[config.mk]
export PLATFORM = sky130hd
export DESIGN_NAME = psc_queue
export DESIGN_NICKNAME = d
export VERILOG_FILES = /design/src/hdl/padded_strided_2d_correlation_assert.svh /design/src/hdl/psc_pkg.sv /design/src/hdl/psc_queue.sv
export SDC_FILE = /design/constraint.sdc
export NUM_CORES = 1
export LEC_CHECK = 0
export BUFFER_PORTS_ARGS = -buffer_cell sky130_fd_sc_hd__buf_2
export CAP_MARGIN = 20
export CORE_MARGIN = 5
export CORE_UTILIZATION = 53
export CTS_BUF_LIST = sky130_fd_sc_hd__clkbuf_4
export CTS_CLUSTER_SIZE = 16
export DETAILED_ROUTE_END_ITERATION = 7
export PLACE_DENSITY = 0.77
export SLEW_MARGIN = 20
export SYNTH_ARGS = -nofsm -noshare
export SYNTH_HDL_FRONTEND = slang
export SYNTH_SLANG_ARGS = --single-unit
[constraint.sdc]
create_clock -name clk -period 1.7 [get_ports clk]
set_input_delay 0.085 -clock clk [delete_from_list [all_inputs] [get_ports clk]]
set_output_delay 0.085 -clock clk [all_outputs]
set_load 0.02 [all_outputs]
[src/hdl/padded_strided_2d_correlation_assert.svh]
// Assertion macros shared by the padded strided 2-D correlation RTL.
// No dependencies; included by modules that carry concurrent checks.
`ifndef PADDED_STRIDED_2D_CORRELATION_ASSERT_SVH
`define PADDED_STRIDED_2D_CORRELATION_ASSERT_SVH

// Property must hold at every clock edge outside reset.
`define PSC_ASSERT_ALWAYS(label, clk, rst_n, prop) \
    label: assert property (@(posedge clk) disable iff (!rst_n) (prop)) \
        else $error("%m: check failed");

// Same-cycle implication, checked outside reset.
`define PSC_ASSERT_IMPLIES(label, clk, rst_n, ante, cons) \
    label: assert property (@(posedge clk) disable iff (!rst_n) (ante) |-> (cons)) \
        else $error("%m: check failed");

`endif

[src/hdl/psc_pkg.sv]
// Shared types and constants of the padded strided 2-D correlation block.
// No dependencies; imported by every module of the block except psc_ram.
package psc_pkg;

    localparam int MAX_IN_ROWS = 32;
    localparam int MAX_IN_COLS = 32;
    localparam int MAX_KERNEL  = 5;

    localparam int IMG_DEPTH = MAX_IN_ROWS * MAX_IN_COLS;
    localparam int KER_DEPTH = MAX_KERNEL * MAX_KERNEL;
    localparam int IMG_AW    = $clog2(IMG_DEPTH);
    localparam int KER_AW    = $clog2(KER_DEPTH);

    localparam int IDX_W    = 5;
    localparam int SAMPLE_W = 16;
    localparam int PROD_W   = 2 * SAMPLE_W;
    localparam int SUM_W    = 40;
    localparam int BASE_W   = 9;   // row * stride plus kernel offset

    localparam int QUEUE_DEPTH = 4;
    localparam int QPTR_W      = $clog2(QUEUE_DEPTH);
    localparam int QCNT_W      = $clog2(QUEUE_DEPTH + 1);

    typedef enum logic [1:0] {
        OP_WRITE_INPUT  = 2'd0,
        OP_WRITE_KERNEL = 2'd1,
        OP_COMPUTE      = 2'd2
    } op_t;

    typedef enum logic [1:0] {
        ST_OK         = 2'd0,
        ST_RANGE      = 2'd1,
        ST_BAD_CONFIG = 2'd2
    } status_t;

    typedef enum logic [2:0] {
        REG_INPUT_ROWS  = 3'd0,
        REG_INPUT_COLS  = 3'd1,
        REG_KERNEL_ROWS = 3'd2,
        REG_KERNEL_COLS = 3'd3,
        REG_PAD_AMOUNT  = 3'd4,
        REG_STRIDE_STEP = 3'd5,
        REG_FLIP_MODE   = 3'd6
    } reg_idx_t;

    typedef struct packed {
        logic [5:0] in_rows;
        logic [5:0] in_cols;
        logic [2:0] k_rows;
        logic [2:0] k_cols;
        logic [2:0] pad;
        logic [3:0] stride;
        logic       flip;
    } cfg_t;

    typedef enum logic [1:0] {
        CMD_WR_IMAGE  = 2'd0,
        CMD_WR_KERNEL = 2'd1,
        CMD_COMPUTE   = 2'd2
    } cmd_kind_t;

    typedef struct packed {
        cmd_kind_t           kind;
        logic [IDX_W-1:0]    row;
        logic [IDX_W-1:0]    col;
        logic [SAMPLE_W-1:0] value;
        status_t             status;
    } cmd_t;

endpackage

[src/hdl/psc_queue.sv]
// Short command queue between the front end and the execution back end.
// Depends on psc_pkg.
module psc_queue (
    input  logic          clk,
    input  logic          rst_n,
    input  logic          push,
    input  psc_pkg::cmd_t push_cmd,
    input  logic          pop,
    output psc_pkg::cmd_t head,
    output logic          empty,
    output logic          full
);
    import psc_pkg::*;

    cmd_t              entries_reg [QUEUE_DEPTH];
    logic [QPTR_W-1:0] wr_ptr_reg, wr_ptr_next;
    logic [QPTR_W-1:0] rd_ptr_reg, rd_ptr_next;
    logic [QCNT_W-1:0] count_reg, count_next;

    always_comb
    begin
        wr_ptr_next = wr_ptr_reg;
        rd_ptr_next = rd_ptr_reg;
        count_next  = count_reg;
        if (push)
        begin
            wr_ptr_next = (wr_ptr_reg == QPTR_W'(QUEUE_DEPTH - 1)) ? '0 : wr_ptr_reg + 1'b1;
        end
        if (pop)
        begin
            rd_ptr_next = (rd_ptr_reg == QPTR_W'(QUEUE_DEPTH - 1)) ? '0 : rd_ptr_reg + 1'b1;
        end
        if (push && !pop)
        begin
            count_next = count_reg + 1'b1;
        end
        else if (pop && !push)
        begin
            count_next = count_reg - 1'b1;
        end
    end

    always_ff @(posedge clk or negedge rst_n)
    begin
        if (!rst_n)
        begin
            wr_ptr_reg <= '0;
            rd_ptr_reg <= '0;
            count_reg  <= '0;
        end
        else
        begin
            wr_ptr_reg <= wr_ptr_next;
            rd_ptr_reg <= rd_ptr_next;
            count_reg  <= count_next;
        end
    end

    always_ff @(posedge clk)
    begin
        if (push)
        begin
            entries_reg[wr_ptr_reg] <= push_cmd;
        end
    end

    assign head  = entries_reg[rd_ptr_reg];
    assign empty = (count_reg == '0);
    assign full  = (count_reg == QCNT_W'(QUEUE_DEPTH));

endmodule

=== Word level (Yosys, flattened, before mapping) ===
Memory sizes are Yosys's and may differ from the RTL's.
Index checks and enable logic that the tools add are counted.
W data, S select, Z words.

* Add/subtract/negate cells: 4
* Multiplexer cells: 6
* Reductions and logical operators: 6
* Equality and inequality tests: 3

{| class="wikitable"
|+ Operator list
! operator !! count
|-
| $mux W3 || 2
|-
| $add A2 B1 Y2 const B || 2
|-
| $eq A2 B2 Y1 const B || 2
|-
| $mux W2 || 2
|-
| $add A3 B1 Y3 const B || 1
|-
| $eq A3 B3 Y1 const B || 1
|-
| $logic_not A3 Y1 || 1
|-
| $sub A3 B1 Y3 const B || 1
|-
| $logic_and A1 B1 Y1 || 2
|-
| $logic_not A1 Y1 || 2
|-
| $mux W1 || 2
|-
| $reduce_bool A2 Y1 || 1
|}

* Register bits: 7
* Word-level logic and storage cells: 23
* Output and inout port bits: 32
* Bits in writable memories: 120
* Memories: 1

{| class="wikitable"
|+ Memories
! memory !! words !! width !! rd ports !! clocked after Yosys merged registers in !! wr ports !! RTL line !! text
|-
| entries_reg || 4 || 30 || 1 || 0 || 1 || psc_queue.sv:15 || <nowiki>cmd_t entries_reg [QUEUE_DEPTH];</nowiki>
|}

=== Depth between registers and ports, before layout ===
* Depth in word-level cells: 4
* Gate-level depth with buffers: 7
* Depth with buffers taken out: 7

=== Worst setup path before layout ===
Ideal clock, no wire load.

* Path kind: register to register
* Start point: register wr_ptr_reg[0]
* End point: memory entries_reg[0][0] in the netlist's numbering (enable)
* Buffers on the path: 0
* Period minus slack after synthesis: 1.758 ns
* Required time: 1.310 ns
* Arrival: 1.368 ns
* Stages on the path, launching flop included: 4
* Path slack: -0.058 ns
* Setup time: 0.390 ns
* Cell sequence: dfrtp_1 inv_1 ha_1 and2_1

{| class="wikitable"
|+ RTL lines
! what !! RTL line !! text
|-
| start: declaration || psc_queue.sv:16 || <nowiki>logic [QPTR_W-1:0] wr_ptr_reg, wr_ptr_next;</nowiki>
|-
| start signal: assignment || psc_queue.sv:53 || <nowiki>wr_ptr_reg <= wr_ptr_next;</nowiki>
|-
| end: declaration || psc_queue.sv:15 ||
|}

Straight into the memory's write port.

==> qor.yml <==
fmax_ghz: 0.510
root_buffer: "clkbuf_4"
grtUsageTotal: 0.169
leakagePower_uw: 0.00228
die_x_microns: 105
setup_viol: 30
first_global_vias: 2645
ys.flop_type: "edfxtp_1"
fin_total_pwr_uw: 10500
grt_max_degree: 28
r2r_slack_ps: 190
dp.cells: 375
netSwitchingPower_uw: 3240
area_growth_pct: 31.7
pwr-share-comb: 0.411
yosys-top-cells-count: "120 x edfxtp_1, 28 x mux4_2, 7 x dfrtp_1"
yosysSeqAreaShare: 0.790
die_y_microns: 105
synth_cell_types: 19
place.gp.congestion: 0.693
synth_seq_cells: 127
grt_pass1_wl_microns: 14100
dp_slack_ps: 155
status: "complete, but fails checks"
relSlewSlack: 0.762
grt_overflow: 0
yosysTopAreaCell: "edfxtp_1"
synthAdderAreaFrac: 0.0199
hold_slack_ps: 346
power.internal_uw: 7230
multi_input_area_sq_um: 902
drt_iter0_markers: 106
crit_arrival_ps: 1870
maxCapViolCount: 0
power.density_mw_per_mm2: 1660
synthCells: 194
clkSinkCount: 127
drt-total-wl_microns: 8540
synth_compound_area_frac: 0.00209
fin_area_sq_mm: 0.00630
ys.warnings.count: 0
cts_max_path_buffers: 2
yosysMostFrequentCell: "edfxtp_1"
p_clk_frac: 0.185
yosys.area_share.simple: 0.0118
worst-setup-path-type: "register to output port"
violations: "setup timing"
coreArea_sq_mm: 0.00876
viasPerCell: 5.22
vias: 2354
ant_nets: 0
grt_setup_unrepaired: "yes"
skew_ps: 10.7
drive_gt1_frac: 0.466
cts.clk_slew.worst_paths_ps: 110
period_minus_slack_ps: 1960
io_buffers: 65
muxShareOfSynthArea: 0.150
rows: 34
nNetsFinal: 371
design.die.area_sq_mm: 0.0110
seq_area_sq_mm: 0.00378
ir_drop_mv: 0.868
seqPwrFrac: 0.404
hp-class: "input pin to register"
hold_viol: 0
clk_latency_ps: 490
largest_reg_flops: 120
synth_top_family_by_area: "multiplexers"
endpoint_kind: "output port"
avgSynthCellArea_sq_um: 24.7
tritoncts: "yes"
setup_slack_ps: -259
hpwlAfterDp_microns: 5280
period_share: 1.15
cp-start-kind: "register"
ys_top_cells_by_area: "edfxtp_1 75%, mux4_2 13%, dfrtp_1 3.7%"
async_flop_share: 0.0551
synth_top_area_frac: 0.753
worstPathRequired_ps: 1620
place_area_sq_mm: 0.00538
finalMaxSlewViolations: 0
wire_per_inst_microns: 18.9
syn-num-nets: 235
swShare: 0.309
num-fill-cells: 518
antenna_found_initial: 0
synth_edf_count: 120
h-tree-depth: 4
cts_buffers: 17
io_pins: 66
path_max_fanout: 5
fin_cells: 451
start_util: 0.546
syn_area_sq_mm: 0.00478
dr.pass1.iters: 6
antenna-diode-count: 0
tightest_slew_ps: 356
synth_xor_area_frac: 0.00549
drc_errors: 0
-- path summary, 6_finish.rpt --
check                           cells after the start          start                 end
max in group asynchronous                           3          rst_n       rd_ptr_reg[1]
worst max register to register                      5  rd_ptr_reg[0]       rd_ptr_reg[1]
min in group asynchronous                           3          rst_n        count_reg[2]
worst min-delay path                                2   push_cmd[10]  entries_reg[0][10]
worst max-delay path                                4  rd_ptr_reg[0]            head[25]
worst min register to register                      1   count_reg[2]        count_reg[2]
-- power groups by stage --
stage	Sequential (uW)	Clock [uW]	Combinational, uW
2_1_floorplan	4220	0	2310
3_3_place_gp	4310	0	3220
3_5_place_dp	4350	0	3260
4_1_cts	4240	2020	4090
5_1_grt	4290	2140	4590
6_report	4230	1940	4310
-- through the flow --
stage               TNS, ps  utilization
floorplan                 0            -
global placement          0        0.614
detailed placement        0        0.614
CTS                   -8560        0.709
global route          -9900        0.719
finish                -6860        0.719
-- what timing repair did --
action / 4_1_cts / 5_1_grt
buffers inserted: 7 / 1
hold buffers: 34 / 0
gates cloned: 2 / 0
endpoints found under the setup margin: 30 / 30
gates resized for setup: 37 / 26
hold endpoints to repair: 131 / 0
-- area by class of cell --
type                    instances  share of cell area
multi-input cells              56               0.143
flip-flops and latches        127               0.600
well taps                     108              0.0214
clock buffers                  17              0.0202
inverters                       4             0.00238
repair buffers                124               0.190
clock inverters                15              0.0230
-- metal layers --
metal	part of all wire	GRT usage	up-vias
met3	0.042	0.0549	11
met5	0	0	-
met2	0.52	0.270	59
met4	0.016	0.0612	0
li1	-	-	1088
met1	0.42	0.218	1196
-- cells in the final DEF (no fill, tap or decap), types with 3 or more instances in the layout --
| cell | instances |
|---|---|
| ha_1 | 6 |
| clkinv_2 | 5 |
| nor2_1 | 3 |
| dlygate4sd3_1 | 34 |
| buf_4 | 13 |
| clkbuf_4 | 17 |
| buf_2 | 37 |
| buf_6 | 27 |
| buf_12 | 10 |
| dfrtp_1 | 5 |
| mux4_2 | 30 |
| inv_1 | 4 |
| mux2_2 | 3 |
| edfxtp_1 | 120 |
| and2_2 | 4 |
| clkinvlp_4 | 4 |
-- kinds of logic (layout without fill, tap and decap cells) --
| group | after synthesis | after routing |
|---|---|---|
| buf+inv | 11 | 160 |
| simple gates | 11 | 11 |
| flops | 127 | 127 |
| xor+xnor | 3 | 3 |
| compound gates | 2 | 2 |
| mux | 33 | 33 |
| fa+ha+maj | 7 | 7 |
-- critical path, cell delays in order, from the launching register on --
cell,delay (ps)
dfrtp_2,450
buf_12,140
buf_12,120
mux4_2,530
buf_6,160
Note: power is estimated with default switching activity, not from simulation.
