==> src/hdl/padded_strided_2d_correlation_assert.svh <==
// Assertion macros shared by the padded strided 2-D correlation RTL.
// No dependencies; included by modules that carry concurrent checks.
`ifndef PADDED_STRIDED_2D_CORRELATION_ASSERT_SVH
`define PADDED_STRIDED_2D_CORRELATION_ASSERT_SVH

// Property must hold at every clock edge outside reset.
`define PSC_ASSERT_ALWAYS(label, clk, rst_n, prop) \
    label: assert property (@(posedge clk) disable iff (!rst_n) (prop)) \
        else $error("%m: check failed");

// Same-cycle implication, checked outside reset.
`define PSC_ASSERT_IMPLIES(label, clk, rst_n, ante, cons) \
    label: assert property (@(posedge clk) disable iff (!rst_n) (ante) |-> (cons)) \
        else $error("%m: check failed");

`endif

==> src/hdl/psc_pkg.sv <==
// Shared types and constants of the padded strided 2-D correlation block.
// No dependencies; imported by every module of the block except psc_ram.
package psc_pkg;

    localparam int MAX_IN_ROWS = 32;
    localparam int MAX_IN_COLS = 32;
    localparam int MAX_KERNEL  = 5;

    localparam int IMG_DEPTH = MAX_IN_ROWS * MAX_IN_COLS;
    localparam int KER_DEPTH = MAX_KERNEL * MAX_KERNEL;
    localparam int IMG_AW    = $clog2(IMG_DEPTH);
    localparam int KER_AW    = $clog2(KER_DEPTH);

    localparam int IDX_W    = 5;
    localparam int SAMPLE_W = 16;
    localparam int PROD_W   = 2 * SAMPLE_W;
    localparam int SUM_W    = 40;
    localparam int BASE_W   = 9;   // row * stride plus kernel offset

    localparam int QUEUE_DEPTH = 4;
    localparam int QPTR_W      = $clog2(QUEUE_DEPTH);
    localparam int QCNT_W      = $clog2(QUEUE_DEPTH + 1);

    typedef enum logic [1:0] {
        OP_WRITE_INPUT  = 2'd0,
        OP_WRITE_KERNEL = 2'd1,
        OP_COMPUTE      = 2'd2
    } op_t;

    typedef enum logic [1:0] {
        ST_OK         = 2'd0,
        ST_RANGE      = 2'd1,
        ST_BAD_CONFIG = 2'd2
    } status_t;

    typedef enum logic [2:0] {
        REG_INPUT_ROWS  = 3'd0,
        REG_INPUT_COLS  = 3'd1,
        REG_KERNEL_ROWS = 3'd2,
        REG_KERNEL_COLS = 3'd3,
        REG_PAD_AMOUNT  = 3'd4,
        REG_STRIDE_STEP = 3'd5,
        REG_FLIP_MODE   = 3'd6
    } reg_idx_t;

    typedef struct packed {
        logic [5:0] in_rows;
        logic [5:0] in_cols;
        logic [2:0] k_rows;
        logic [2:0] k_cols;
        logic [2:0] pad;
        logic [3:0] stride;
        logic       flip;
    } cfg_t;

    typedef enum logic [1:0] {
        CMD_WR_IMAGE  = 2'd0,
        CMD_WR_KERNEL = 2'd1,
        CMD_COMPUTE   = 2'd2
    } cmd_kind_t;

    typedef struct packed {
        cmd_kind_t           kind;
        logic [IDX_W-1:0]    row;
        logic [IDX_W-1:0]    col;
        logic [SAMPLE_W-1:0] value;
        status_t             status;
    } cmd_t;

endpackage

==> src/hdl/psc_front.sv <==
// Front end: configuration registers, request intake and classification.
// Depends on psc_pkg; feeds psc_queue.
module psc_front (
    input  logic                          clk,
    input  logic                          rst_n,
    input  logic                          start,
    output logic                          busy,
    input  logic [1:0]                    operation,
    input  logic [psc_pkg::IDX_W-1:0]     row_index,
    input  logic [psc_pkg::IDX_W-1:0]     col_index,
    input  logic signed [psc_pkg::SAMPLE_W-1:0] sample_value,
    input  logic                          cfg_valid,
    output logic                          cfg_ready,
    input  logic [2:0]                    cfg_index,
    input  logic [5:0]                    cfg_data,
    output psc_pkg::cfg_t                 cfg,
    input  logic                          q_full,
    output logic                          push,
    output psc_pkg::cmd_t                 push_cmd
);
    import psc_pkg::*;

    cfg_t        cfg_reg, cfg_next;
    logic        accept;
    logic        cfg_bad;
    logic        range_bad;
    logic [6:0]  pad_rows, pad_cols;
    logic [BASE_W-1:0] reach_r, reach_c;
    logic [BASE_W-1:0] row_w, col_w, stride_w;

    assign cfg_ready = 1'b1;

    always_comb
    begin
        cfg_next = cfg_reg;
        if (cfg_valid)
        begin
            unique case (reg_idx_t'(cfg_index))
                REG_INPUT_ROWS:  cfg_next.in_rows = cfg_data;
                REG_INPUT_COLS:  cfg_next.in_cols = cfg_data;
                REG_KERNEL_ROWS: cfg_next.k_rows  = cfg_data[2:0];
                REG_KERNEL_COLS: cfg_next.k_cols  = cfg_data[2:0];
                REG_PAD_AMOUNT:  cfg_next.pad     = cfg_data[2:0];
                REG_STRIDE_STEP: cfg_next.stride  = cfg_data[3:0];
                REG_FLIP_MODE:   cfg_next.flip    = cfg_data[0];
                default:         cfg_next = cfg_reg;
            endcase
        end
    end

    always_ff @(posedge clk or negedge rst_n)
    begin
        if (!rst_n)
        begin
            cfg_reg.in_rows <= 6'd32;
            cfg_reg.in_cols <= 6'd32;
            cfg_reg.k_rows  <= 3'd3;
            cfg_reg.k_cols  <= 3'd3;
            cfg_reg.pad     <= 3'd0;
            cfg_reg.stride  <= 4'd1;
            cfg_reg.flip    <= 1'b0;
        end
        else
        begin
            cfg_reg <= cfg_next;
        end
    end

    assign cfg = cfg_reg;

    // padded extent and far edge of the requested window
    // (row < out_rows  <=>  row*stride + k_rows <= padded rows)
    assign pad_rows = 7'(cfg_reg.in_rows) + 7'({cfg_reg.pad, 1'b0});
    assign pad_cols = 7'(cfg_reg.in_cols) + 7'({cfg_reg.pad, 1'b0});
    assign row_w    = BASE_W'(row_index);
    assign col_w    = BASE_W'(col_index);
    assign stride_w = BASE_W'(cfg_reg.stride);
    assign reach_r  = row_w * stride_w + BASE_W'(cfg_reg.k_rows);
    assign reach_c  = col_w * stride_w + BASE_W'(cfg_reg.k_cols);

    assign cfg_bad = (cfg_reg.in_rows == '0) || (32'(cfg_reg.in_rows) > MAX_IN_ROWS) ||
                     (cfg_reg.in_cols == '0) || (32'(cfg_reg.in_cols) > MAX_IN_COLS) ||
                     (cfg_reg.k_rows == '0)  || (32'(cfg_reg.k_rows) > MAX_KERNEL)   ||
                     (cfg_reg.k_cols == '0)  || (32'(cfg_reg.k_cols) > MAX_KERNEL)   ||
                     (cfg_reg.stride == '0)  ||
                     (7'(cfg_reg.k_rows) > pad_rows) || (7'(cfg_reg.k_cols) > pad_cols);

    assign range_bad = (reach_r > BASE_W'(pad_rows)) || (reach_c > BASE_W'(pad_cols));

    assign busy   = q_full;
    assign accept = start && !q_full;

    always_comb
    begin
        push_cmd.row    = row_index;
        push_cmd.col    = col_index;
        push_cmd.value  = sample_value;
        push_cmd.status = cfg_bad ? ST_BAD_CONFIG : (range_bad ? ST_RANGE : ST_OK);
        push_cmd.kind   = CMD_COMPUTE;
        push            = 1'b0;
        unique case (op_t'(operation))
            OP_WRITE_INPUT:
            begin
                push_cmd.kind = CMD_WR_IMAGE;
                push = accept && (32'(row_index) < MAX_IN_ROWS) &&
                       (32'(col_index) < MAX_IN_COLS);
            end
            OP_WRITE_KERNEL:
            begin
                push_cmd.kind = CMD_WR_KERNEL;
                push = accept && (32'(row_index) < MAX_KERNEL) &&
                       (32'(col_index) < MAX_KERNEL);
            end
            OP_COMPUTE:
            begin
                push_cmd.kind = CMD_COMPUTE;
                push = accept;
            end
            default:
            begin
                push = 1'b0;   // unused code: dropped
            end
        endcase
    end

endmodule

==> config.mk <==
export PLATFORM = sky130hd
export DESIGN_NAME = psc_front
export DESIGN_NICKNAME = d
export VERILOG_FILES = /design/src/hdl/padded_strided_2d_correlation_assert.svh /design/src/hdl/psc_pkg.sv /design/src/hdl/psc_front.sv
export SDC_FILE = /design/constraint.sdc
export NUM_CORES = 1
export LEC_CHECK = 0
export ABC_AREA = 1
export BUFFER_PORTS_ARGS = -buffer_cell sky130_fd_sc_hd__buf_2
export CAP_MARGIN = 25
export CORE_UTILIZATION = 45
export CTS_CLUSTER_DIAMETER = 50
export CTS_CLUSTER_SIZE = 30
export DETAILED_ROUTE_END_ITERATION = 6
export HOLD_SLACK_MARGIN = 0.02
export PLACE_DENSITY_LB_ADDON = 0.15
export SYNTH_ARGS = -nofsm -noshare
export SYNTH_HDL_FRONTEND = slang
export SYNTH_SLANG_ARGS = --single-unit
==> constraint.sdc <==
create_clock -name clk -period 5.9 [get_ports clk]
set_input_delay 0.885 -clock clk [delete_from_list [all_inputs] [get_ports clk]]
set_output_delay 0.885 -clock clk [all_outputs]
set_load 0.05 [all_outputs]
* After elaboration in Yosys (flattened, before gate mapping)
Index checks and enable logic that the tools add are counted.
** Storage, ports and cells
- Bits in registers :: 26
- Input port bits :: 42
- Output and inout bits :: 59
- Logic and storage cells :: 65
** Cells by class
- Add/subtract/negate cells :: 4
- Multipliers :: 2
- Magnitude comparators :: 10
- Eq/ne operators :: 8
- Mux-type cells :: 4
- Reduce and logical (&&, ||, !) cells :: 30
** Operators by type and width (count)
- $add 9x3->9 :: 2
- $gt 9x7->1 :: 2
- $mul 5x4->9 :: 2
- $add 6x4->7 :: 2
- $gt 3x7->1 :: 2
- $reduce_and 2->1 :: 7
- $gt 6x6->1 const B :: 2
- $logic_not 6->1 :: 2
- $logic_or 1x1->1 :: 11
- $lt 5x3->1 const B :: 2
- $eq 3x3->1 const B :: 3
- $logic_not 3->1 :: 3
- $eq 3x2->1 const B :: 2
- $gt 3x3->1 const B :: 2
- $logic_not 4->1 :: 1
- $pmux 2 s2 :: 1
- $eq 3x1->1 const B :: 1
- $logic_and 1x1->1 :: 3
- $eq 2x1->1 const B :: 1
- $eq 2x2->1 const B :: 1
- $logic_not 2->1 :: 1
- $mux 2 :: 1
- $pmux 1 s2 :: 1
- $reduce_or 2->1 :: 1
- 2 further kinds :: 2

* Depth between registers and ports, before layout
Gate-level depths: netlist of the first run.
- Depth after elaboration :: 12
- Gate-level depth with buffers :: 24
- Gate-level depth less buffers :: 23

* Worst setup path before layout of the first run
OpenSTA, ideal clock, no wires.
- Kind :: flip-flop to output port
- From :: register cfg_reg (netlist bit cfg[4])
- To :: output port push_cmd[0] (netlist bit)
- Arrival :: 4.570 ns
- Required time :: 5.015 ns
- Slack :: 0.445 ns
- Stages on the path, launching flop included :: 22
- Path buffers :: 1
- Path through :: dfrtp_1 -> clkbuf_1 -> nand2_1 -> fa_1 -> inv_1 -> fa_1 -> ha_1 -> ha_1 -> or2_1 -> nand2_1 -> xor2_1 -> ha_1 -> nand2_1 -> nor2_1 -> nand2_1 -> nand3_1 -> nand2_1 -> nand2_1 -> nand2_1 -> nand2_1 -> nor2_1 -> nor2_1
** RTL lines
- start: declaration :: line psc_front.sv:23 : cfg_t cfg_reg, cfg_next;
- start signal: assignment :: line psc_front.sv:65 : cfg_reg <= cfg_next;
- end: declaration :: line psc_front.sv:19 : output psc_pkg::cmd_t push_cmd

==> run_summary.xml, run 1 <==
<?xml version="1.0" encoding="UTF-8"?>
<metrics>
  <group name="run_status">
    <metric name="status" unit="">completed</metric>
  </group>
  <group name="placement">
    <metric name="place.detailed.hpwl" unit="µm">6450</metric>
    <metric name="final_weighted_congestion_in_routability_driven_placement" unit="">0.818</metric>
    <metric name="io_buffer_count" unit="">67</metric>
    <metric name="detailed_place.area" unit="mm²">0.00388</metric>
  </group>
  <group name="floorplan">
    <metric name="die_y" unit="µm">92.2</metric>
    <metric name="core_region_area" unit="mm²">0.00781</metric>
    <metric name="num_io_pins" unit="">101</metric>
    <metric name="area_of_the_die" unit="mm²">0.00850</metric>
    <metric name="initial_core_util" unit="">0.469</metric>
    <metric name="dieWidth" unit="µm">92.2</metric>
    <metric name="rows" unit="">32</metric>
  </group>
  <group name="sta">
    <metric name="count_of_final_setup_violators" unit="">0</metric>
    <metric name="finClkSkew" unit="ps">0</metric>
    <metric name="final.min_clock_period" unit="ps">5370</metric>
    <metric name="period_share" unit="">0.911</metric>
    <metric name="hold_viol_final" unit="">0</metric>
    <metric name="hold_slack" unit="ps">518</metric>
    <metric name="grt_setup_unrepaired" unit="">false</metric>
    <metric name="setup-tns-final" unit="ps">0</metric>
    <metric name="relSlewSlack" unit="">0.595</metric>
    <metric name="final-max-slew-violation-count" unit="">0</metric>
    <metric name="worst_pin_slew" unit="ps">607</metric>
    <metric name="maxClockFrequency" unit="MHz">186</metric>
  </group>
  <group name="worst_hold_path">
    <metric name="hp-start" unit="">cfg[19]</metric>
    <metric name="worst_hold_path.num_cells" unit="">2</metric>
    <metric name="worstHoldPathType" unit="">flip-flop to flip-flop</metric>
    <metric name="whs_endpoint" unit="">cfg[19]</metric>
  </group>
  <group name="power_and_ir_drop">
    <metric name="power.density_cell_area" unit="mW/mm²">347</metric>
    <metric name="total_power" unit="W">0.00137</metric>
    <metric name="vdd_drop_max" unit="µV">215</metric>
    <metric name="power_leakage" unit="nW">2.45</metric>
  </group>
  <group name="setup_path">
    <metric name="path_max_fanout" unit="">6</metric>
    <metric name="worstReg2RegEnd" unit="">cfg[1]</metric>
    <metric name="crit_path_largest_cell_delay" unit="ps">550</metric>
    <metric name="worst-endpoint-arrival" unit="ps">4490</metric>
    <metric name="crit_required" unit="ps">5020</metric>
    <metric name="critical_path.slowest_cell" unit="">sky130_fd_sc_hd__fa_1</metric>
    <metric name="rr_startpoint" unit="">cfg[1]</metric>
    <metric name="critical_path.cell_chain" unit="">buf_2 &gt; nand2_1 &gt; fa_1 &gt; inv_1 &gt; fa_1 &gt; ha_1 &gt; ha_1 &gt; or2_1 &gt; nand2_1 &gt; xnor2_1 &gt; ha_1 &gt; nand2_1 &gt; nor2_1 &gt; nand2_1 &gt; nand3_1 &gt; nand2_1 &gt; nand2_1 &gt; nand2_1 &gt; nand3_1 &gt; nor2_1 &gt; nor2_1 &gt; buf_2</metric>
    <metric name="worst_setup_sp" unit="">col_index[0]</metric>
    <metric name="critical_path.n_buffers_inverters" unit="">3</metric>
    <metric name="cp_top_family" unit="">adder cells</metric>
    <metric name="r2r_slack" unit="ps">4980</metric>
    <metric name="critPathKind" unit="">input port to primary output</metric>
    <metric name="critPathMostFrequentCell" unit="">sky130_fd_sc_hd__nand2_1</metric>
    <metric name="worst_setup_path_end_kind" unit="">primary output</metric>
    <metric name="worst-r2r-cell-count" unit="">2</metric>
    <metric name="start_kind" unit="">input port</metric>
  </group>
  <group name="global_route">
    <metric name="global_route.usage.total" unit="">0.193</metric>
    <metric name="number_of_antenna_violations_at_the_first_check_in_global_routing" unit="">0</metric>
    <metric name="grt_pass1_vias" unit="">2982</metric>
    <metric name="grt_first_pass_wirelength" unit="µm">13200</metric>
    <metric name="largest_net_degree_at_the_start_of_global_routing" unit="">27</metric>
    <metric name="globalRouteOverflowTotal" unit="">0</metric>
  </group>
  <group name="synthesis">
    <metric name="syn-num-nets" unit="">634</metric>
    <metric name="syn_avg_cell_area" unit="µm²">7.18</metric>
    <metric name="ys_ff_latch" unit="">26</metric>
    <metric name="netlist.area_leader.share" unit="">0.219</metric>
    <metric name="synth_cells" unit="">510</metric>
    <metric name="ys_top_cells_by_area" unit="">sky130_fd_sc_hd__ha_1 22%, sky130_fd_sc_hd__nand2_1 15%, sky130_fd_sc_hd__dfrtp_1 13%</metric>
    <metric name="synth_cell_type_count" unit="">26</metric>
    <metric name="synth.yosys.seq_area_share" unit="">0.180</metric>
    <metric name="ys.warnings.count" unit="">0</metric>
    <metric name="cell_taking_the_most_area_after_synthesis" unit="">sky130_fd_sc_hd__ha_1</metric>
    <metric name="synth_area" unit="mm²">0.00366</metric>
  </group>
  <group name="cells_and_area">
    <metric name="fin_nets" unit="">670</metric>
    <metric name="layout.area.seq" unit="µm²">659</metric>
    <metric name="flip_flop_count_of_the_largest_register_all_copies_and_words_added" unit="">26</metric>
    <metric name="antenna_cells" unit="">0</metric>
    <metric name="layout_commonest_cell" unit="">sky130_fd_sc_hd__nand2_1</metric>
    <metric name="final_design_area_no_fill" unit="mm²">0.00395</metric>
    <metric name="multi_input_comb_area" unit="mm²">0.00240</metric>
    <metric name="flow.area_growth_from_synthesis" unit="%">7.89</metric>
    <metric name="final.fill_count" unit="">801</metric>
    <metric name="layout.cells.most_common_list" unit="">146 x sky130_fd_sc_hd__nand2_1, 93 x sky130_fd_sc_hd__inv_1, 67 x sky130_fd_sc_hd__buf_2</metric>
    <metric name="drive_above_1_share" unit="">0.150</metric>
  </group>
  <group name="clocking">
    <metric name="cts_made_buffers" unit="">3</metric>
    <metric name="holdBufCountCts" unit="">0</metric>
    <metric name="ctsResizeCount" unit="">0</metric>
    <metric name="clk_path_buf_depth" unit="">2</metric>
    <metric name="cts_htree_levels" unit="">1</metric>
    <metric name="cts_setup_buffers" unit="">0</metric>
    <metric name="clock-sinks" unit="">26</metric>
    <metric name="tritoncts_clock_tree" unit="">yes</metric>
    <metric name="cts_root_buffer" unit="">sky130_fd_sc_hd__clkbuf_8</metric>
    <metric name="cts.clk_slew.worst_paths" unit="ps">100</metric>
    <metric name="clkLatencyLatePin" unit="ps">280</metric>
  </group>
  <group name="drt">
    <metric name="wl_cell" unit="µm">11.8</metric>
    <metric name="vias_per_cell" unit="">4.84</metric>
    <metric name="first_iter_violations" unit="">115</metric>
    <metric name="dr.pass1.iters" unit="">4</metric>
    <metric name="route.antenna.remaining_nets" unit="">0</metric>
    <metric name="route.detailed.drc" unit="">0</metric>
    <metric name="vias" unit="">3129</metric>
    <metric name="routed_wl" unit="µm">7670</metric>
  </group>
  <group name="flow_run">
    <metric name="max_cap_viol_count" unit="">0</metric>
  </group>
</metrics>
## tightest hold or removal path, delay by kind of cell, from the launching register on
kind	cells	cell delay [ps]
flops	1	400
simple gates	1	60
compound gates	1	50
## cells by family after synthesis
logic type      share of synthesized area
buf+inv                             0.163
simple gates                        0.241
fa+ha+maj                           0.317
xor+xnor                           0.0359
compound gates                     0.0615
flops                               0.180
other cells                       0.00102
## worst max-delay path by stage
stage                   to  slack, ps  cells after the start
2_1_floorplan  push_cmd[0]        440                     21
3_3_place_gp   push_cmd[0]        570                     22
3_5_place_dp   push_cmd[0]        510                     22
4_1_cts        push_cmd[0]        490                     22
5_1_grt        push_cmd[0]        180                     21
6_report       push_cmd[0]        530                     22
## stage by stage
| stage | setup slack (ps) | utilization | std cells |
|---|---|---|---|
| after floorplan | 445 | - | 510 |
| after global placement | 570 | 0.497 | 643 |
| after detailed placement | 511 | 0.497 | 643 |
| after CTS | 491 | 0.506 | 647 |
| after global routing | 180 | 0.506 | 647 |
| final | 527 | 0.506 | 647 |
## power by group
part | total [W] | switching, W | internal, W
clock | 0.000152 | 0.0000614 | 0.0000909
combinational | 0.000934 | 0.000592 | 0.000343
sequential | 0.000284 | 0.0000657 | 0.000219
## synth_stat cells
| cell | n |
|---|---|
| sky130_fd_sc_hd__fa_1 | 18 |
| sky130_fd_sc_hd__nand3b_1 | 4 |
| sky130_fd_sc_hd__inv_1 | 93 |
| sky130_fd_sc_hd__a21oi_1 | 12 |
| sky130_fd_sc_hd__xnor2_1 | 9 |
| sky130_fd_sc_hd__a41oi_1 | 1 |
| sky130_fd_sc_hd__nor2_1 | 30 |
| sky130_fd_sc_hd__nor3_1 | 2 |
| sky130_fd_sc_hd__nand3_2 | 4 |
| sky130_fd_sc_hd__dfstp_2 | 7 |
| sky130_fd_sc_hd__dfrtp_1 | 19 |
| sky130_fd_sc_hd__clkinv_1 | 1 |
| sky130_fd_sc_hd__xor2_1 | 6 |
| sky130_fd_sc_hd__nand3_1 | 17 |
| sky130_fd_sc_hd__nand4_1 | 5 |
| sky130_fd_sc_hd__o21ai_0 | 19 |
| sky130_fd_sc_hd__conb_1 | 1 |
| sky130_fd_sc_hd__or2_1 | 3 |
| sky130_fd_sc_hd__a31oi_1 | 1 |
| sky130_fd_sc_hd__nor3b_1 | 1 |
| sky130_fd_sc_hd__buf_2 | 1 |
| sky130_fd_sc_hd__nand2_1 | 146 |
| sky130_fd_sc_hd__clkbuf_1 | 6 |
| sky130_fd_sc_hd__buf_4 | 29 |
| sky130_fd_sc_hd__o21ai_1 | 11 |
| sky130_fd_sc_hd__ha_1 | 64 |
## cell type report
| class | instances | share of cell area |
|---|---|---|
| Multi-Input combinational cell | 354 | 0.609 |
| Sequential cell | 26 | 0.167 |
| Inverter | 94 | 0.0893 |
| Timing Repair Buffer | 67 | 0.0849 |
| Tap cell | 102 | 0.0323 |
| Clock buffer | 3 | 0.0104 |
| Clock inverter | 1 | 0.00760 |
## metal layers
metal | vias to the layer above | GRT usage | share of wire | routed length, µm
met4 | 0 | 0.0286 | 0.0077 | 59
met3 | 6 | 0.0166 | 0.041 | 317
li1 | 1628 | - | - | -
met5 | - | 0 | 0 | 0
met2 | 88 | 0.347 | 0.47 | 3620
met1 | 1407 | 0.255 | 0.48 | 3670
Power figures use the tool's default switching activity.
==> run 2, diff against run 1 <==
- ABC_AREA: 1 -> 0
- BUFFER_PORTS_ARGS: -buffer_cell sky130_fd_sc_hd__buf_2 -> -buffer_cell sky130_fd_sc_hd__buf_4
==> run_summary.xml, run 2 <==
<?xml version="1.0" encoding="UTF-8"?>
<metrics>
  <group name="global_route">
    <metric name="largest_net_degree_at_the_start_of_global_routing" unit="">27</metric>
    <metric name="global_route.usage.total" unit="">0.195</metric>
    <metric name="grt_first_pass_wirelength" unit="µm">13100</metric>
    <metric name="number_of_antenna_violations_at_the_first_check_in_global_routing" unit="">0</metric>
    <metric name="grt_pass1_vias" unit="">2764</metric>
    <metric name="globalRouteOverflowTotal" unit="">0</metric>
  </group>
  <group name="floorplan">
    <metric name="die_y" unit="µm">90.9</metric>
    <metric name="core_region_area" unit="mm²">0.00769</metric>
    <metric name="dieWidth" unit="µm">90.9</metric>
    <metric name="num_io_pins" unit="">101</metric>
    <metric name="rows" unit="">32</metric>
    <metric name="area_of_the_die" unit="mm²">0.00826</metric>
    <metric name="initial_core_util" unit="">0.463</metric>
  </group>
  <group name="placement">
    <metric name="detailed_place.area" unit="mm²">0.00395</metric>
    <metric name="final_weighted_congestion_in_routability_driven_placement" unit="">0.803</metric>
    <metric name="io_buffer_count" unit="">67</metric>
    <metric name="place_inst" unit="">501</metric>
    <metric name="place.detailed.hpwl" unit="µm">6470</metric>
    <metric name="worst_setup_slack_before_clock_tree_synthesis" unit="ps">69.7</metric>
  </group>
  <group name="synthesis">
    <metric name="synth_flop_cell" unit="">sky130_fd_sc_hd__dfrtp_1</metric>
    <metric name="asyncSetResetFlopFracSynth" unit="">1.00</metric>
    <metric name="synth_cells" unit="">366</metric>
    <metric name="synth_area" unit="mm²">0.00356</metric>
    <metric name="syn_avg_cell_area" unit="µm²">9.72</metric>
    <metric name="yosys.cell_count.top_type" unit="">sky130_fd_sc_hd__ha_1</metric>
    <metric name="netlist.area_leader.share" unit="">0.225</metric>
    <metric name="synth_cell_type_count" unit="">47</metric>
    <metric name="syn-num-nets" unit="">490</metric>
    <metric name="number_of_enable_type_register_cells_in_the_synthesized_netlist" unit="">0</metric>
    <metric name="ys.warnings.count" unit="">0</metric>
    <metric name="ys_top_cells_by_area" unit="">sky130_fd_sc_hd__ha_1 23%, sky130_fd_sc_hd__dfrtp_1 13%, sky130_fd_sc_hd__fa_1 10%</metric>
    <metric name="cell_taking_the_most_area_after_synthesis" unit="">sky130_fd_sc_hd__ha_1</metric>
    <metric name="synth.yosys.seq_area_share" unit="">0.185</metric>
    <metric name="netlist_top_cells_count" unit="">64 x sky130_fd_sc_hd__ha_1, 30 x sky130_fd_sc_hd__inv_1, 29 x sky130_fd_sc_hd__buf_4</metric>
    <metric name="ys_ff_latch" unit="">26</metric>
  </group>
  <group name="sta">
    <metric name="layout_setup_ws" unit="ps">196</metric>
    <metric name="count_of_final_setup_violators" unit="">0</metric>
    <metric name="relSlewSlack" unit="">0.665</metric>
    <metric name="hold_viol_final" unit="">0</metric>
    <metric name="final.min_clock_period" unit="ps">5700</metric>
    <metric name="worst_pin_slew" unit="ps">500</metric>
    <metric name="final-max-slew-violation-count" unit="">0</metric>
    <metric name="period_share" unit="">0.967</metric>
    <metric name="finClkSkew" unit="ps">0</metric>
    <metric name="maxClockFrequency" unit="MHz">175</metric>
    <metric name="setup-tns-final" unit="ps">0</metric>
  </group>
  <group name="clocking">
    <metric name="cts_htree_levels" unit="">1</metric>
    <metric name="clkLatencyLatePin" unit="ps">280</metric>
    <metric name="clock-sinks" unit="">26</metric>
    <metric name="holdBufCountCts" unit="">0</metric>
    <metric name="tritoncts_clock_tree" unit="">yes</metric>
    <metric name="cts_root_buffer" unit="">sky130_fd_sc_hd__clkbuf_8</metric>
    <metric name="cts.clk_slew.worst_paths" unit="ps">100</metric>
    <metric name="clk_path_buf_depth" unit="">2</metric>
    <metric name="cts_made_buffers" unit="">3</metric>
  </group>
  <group name="run_status">
    <metric name="status" unit="">completed</metric>
  </group>
  <group name="setup_path">
    <metric name="critical_path.slowest_cell" unit="">sky130_fd_sc_hd__fa_1</metric>
    <metric name="worst_setup_path_end_kind" unit="">primary output</metric>
    <metric name="path_max_fanout" unit="">6</metric>
    <metric name="critical_path.cell_chain" unit="">buf_4 &gt; and2_4 &gt; fa_1 &gt; fa_1 &gt; ha_4 &gt; ha_4 &gt; nand3_2 &gt; o211ai_1 &gt; nor2_1 &gt; xnor2_1 &gt; ha_1 &gt; a211oi_2 &gt; o21ai_1 &gt; a21oi_2 &gt; o22ai_2 &gt; nor4_2 &gt; a31oi_1 &gt; buf_4</metric>
    <metric name="crit_required" unit="ps">5020</metric>
    <metric name="worst-endpoint-arrival" unit="ps">4820</metric>
    <metric name="start_kind" unit="">input port</metric>
    <metric name="r2r_slack" unit="ps">4870</metric>
    <metric name="critPathKind" unit="">input port to primary output</metric>
    <metric name="cp_top_family" unit="">adder cells</metric>
    <metric name="critical_path.n_buffers_inverters" unit="">2</metric>
    <metric name="crit_path_largest_cell_delay" unit="ps">580</metric>
  </group>
  <group name="drt">
    <metric name="dr.pass1.iters" unit="">4</metric>
    <metric name="vias" unit="">2741</metric>
    <metric name="first_iter_violations" unit="">66</metric>
    <metric name="route.detailed.drc" unit="">0</metric>
    <metric name="routed_wl" unit="µm">7890</metric>
    <metric name="route.antenna.remaining_nets" unit="">0</metric>
    <metric name="vias_per_cell" unit="">5.40</metric>
    <metric name="wl_cell" unit="µm">15.5</metric>
  </group>
  <group name="cells_and_area">
    <metric name="antenna_cells" unit="">0</metric>
    <metric name="final.fill_count" unit="">725</metric>
    <metric name="flow.area_growth_from_synthesis" unit="%">17.4</metric>
    <metric name="fin_nets" unit="">531</metric>
    <metric name="utilization_after_layout" unit="">0.543</metric>
    <metric name="layout.cells.most_common_list" unit="">69 x sky130_fd_sc_hd__buf_4, 57 x sky130_fd_sc_hd__ha_1, 30 x sky130_fd_sc_hd__inv_1</metric>
    <metric name="final_design_area_no_fill" unit="mm²">0.00418</metric>
    <metric name="flip_flop_count_of_the_largest_register_all_copies_and_words_added" unit="">26</metric>
    <metric name="layout_commonest_cell" unit="">sky130_fd_sc_hd__buf_4</metric>
    <metric name="final_cells" unit="">508</metric>
    <metric name="drive_above_1_share" unit="">0.276</metric>
  </group>
  <group name="power_and_ir_drop">
    <metric name="power.density_cell_area" unit="mW/mm²">462</metric>
    <metric name="vdd_drop_max" unit="µV">208</metric>
    <metric name="power_leakage" unit="nW">2.02</metric>
  </group>
  <group name="worst_hold_path">
    <metric name="worstHoldPathType" unit="">input port to asynchronous set/reset pin</metric>
  </group>
  <group name="flow_run">
    <metric name="max_cap_viol_count" unit="">0</metric>
  </group>
</metrics>
==> run 2: cell types whose count changed after synthesis, sizes merged, moves of 5 or more <==
cell,delta
nor2,-22
nand2,-127
nor3,+5
mux2,+24
inv,-63
a21o,+7
nand3,-15
and2,+28
nor2b,+6
o21ai,-23
==> run 2: worst paths after layout <==
kind | to | cells past startpoint | startpoint
max in group asynchronous | cfg[1] | 1 | rst_n
worst max register to register | cfg[2] | 1 | cfg[2]
worst max-delay path | push_cmd[0] | 18 | col_index[2]
min in group clk | cfg[0] | 1 | cfg[0]
worst min-delay path | cfg[21] | 1 | rst_n
worst min register to register | cfg[0] | 1 | cfg[0]
==> run 2: area by class of cell <==
cell class,instances,area [µm²],share of cell area
multi-input cells,276,2670,0.640
flip-flops and latches,26,662,0.159
clock inverters,1,30.0,0.00719
inverters,30,113,0.0270
well taps,102,128,0.0306
repair buffers,70,529,0.127
clock buffers,3,41.3,0.00989
==> run 2: layer usage <==
| metal | up-vias | part of all wire | track usage |
|---|---|---|---|
| li1 | 1336 | - | - |
| met1 | 1316 | 0.45 | 0.256 |
| met2 | 80 | 0.50 | 0.348 |
| met3 | 9 | 0.044 | 0.0160 |
| met4 | 0 | 0.0077 | 0.0384 |
| met5 | - | 0 | 0 |
==> run 2: metrics by stage <==
stage | total power (W) | hold WS [ps]
floorplan | 0.00133 | 589
global placement | 0.00159 | 481
detailed placement | 0.00163 | 487
CTS | 0.00178 | 506
global route | 0.00212 | 510
finish | 0.00193 | 495
==> run 2: logic make-up after synthesis <==
family,synth area share
adder cells (fa/ha/maj),0.326
XOR/XNOR,0.0443
AO/OA/AOI/OAI,0.109
multiplexers,0.0760
other,0.00105
AND/OR/NAND/NOR,0.159
flip-flops,0.185
buffers and inverters,0.0981
==> run 2: where the power goes <==
part	total [W]	internal (W)	switching [W]	leakage [nW]
clock network	0.000150	0.0000909	0.0000591	0.0357
registers	0.000306	0.000226	0.0000800	0.300
logic	0.00147	0.000657	0.000814	1.68
==> run 2: repair_timing <==
item                                   CTS  global route
endpoints found under the hold margin    0             0
resized for setup                        0            22
setup buffers                            0             3
setup endpoints to repair                0             1
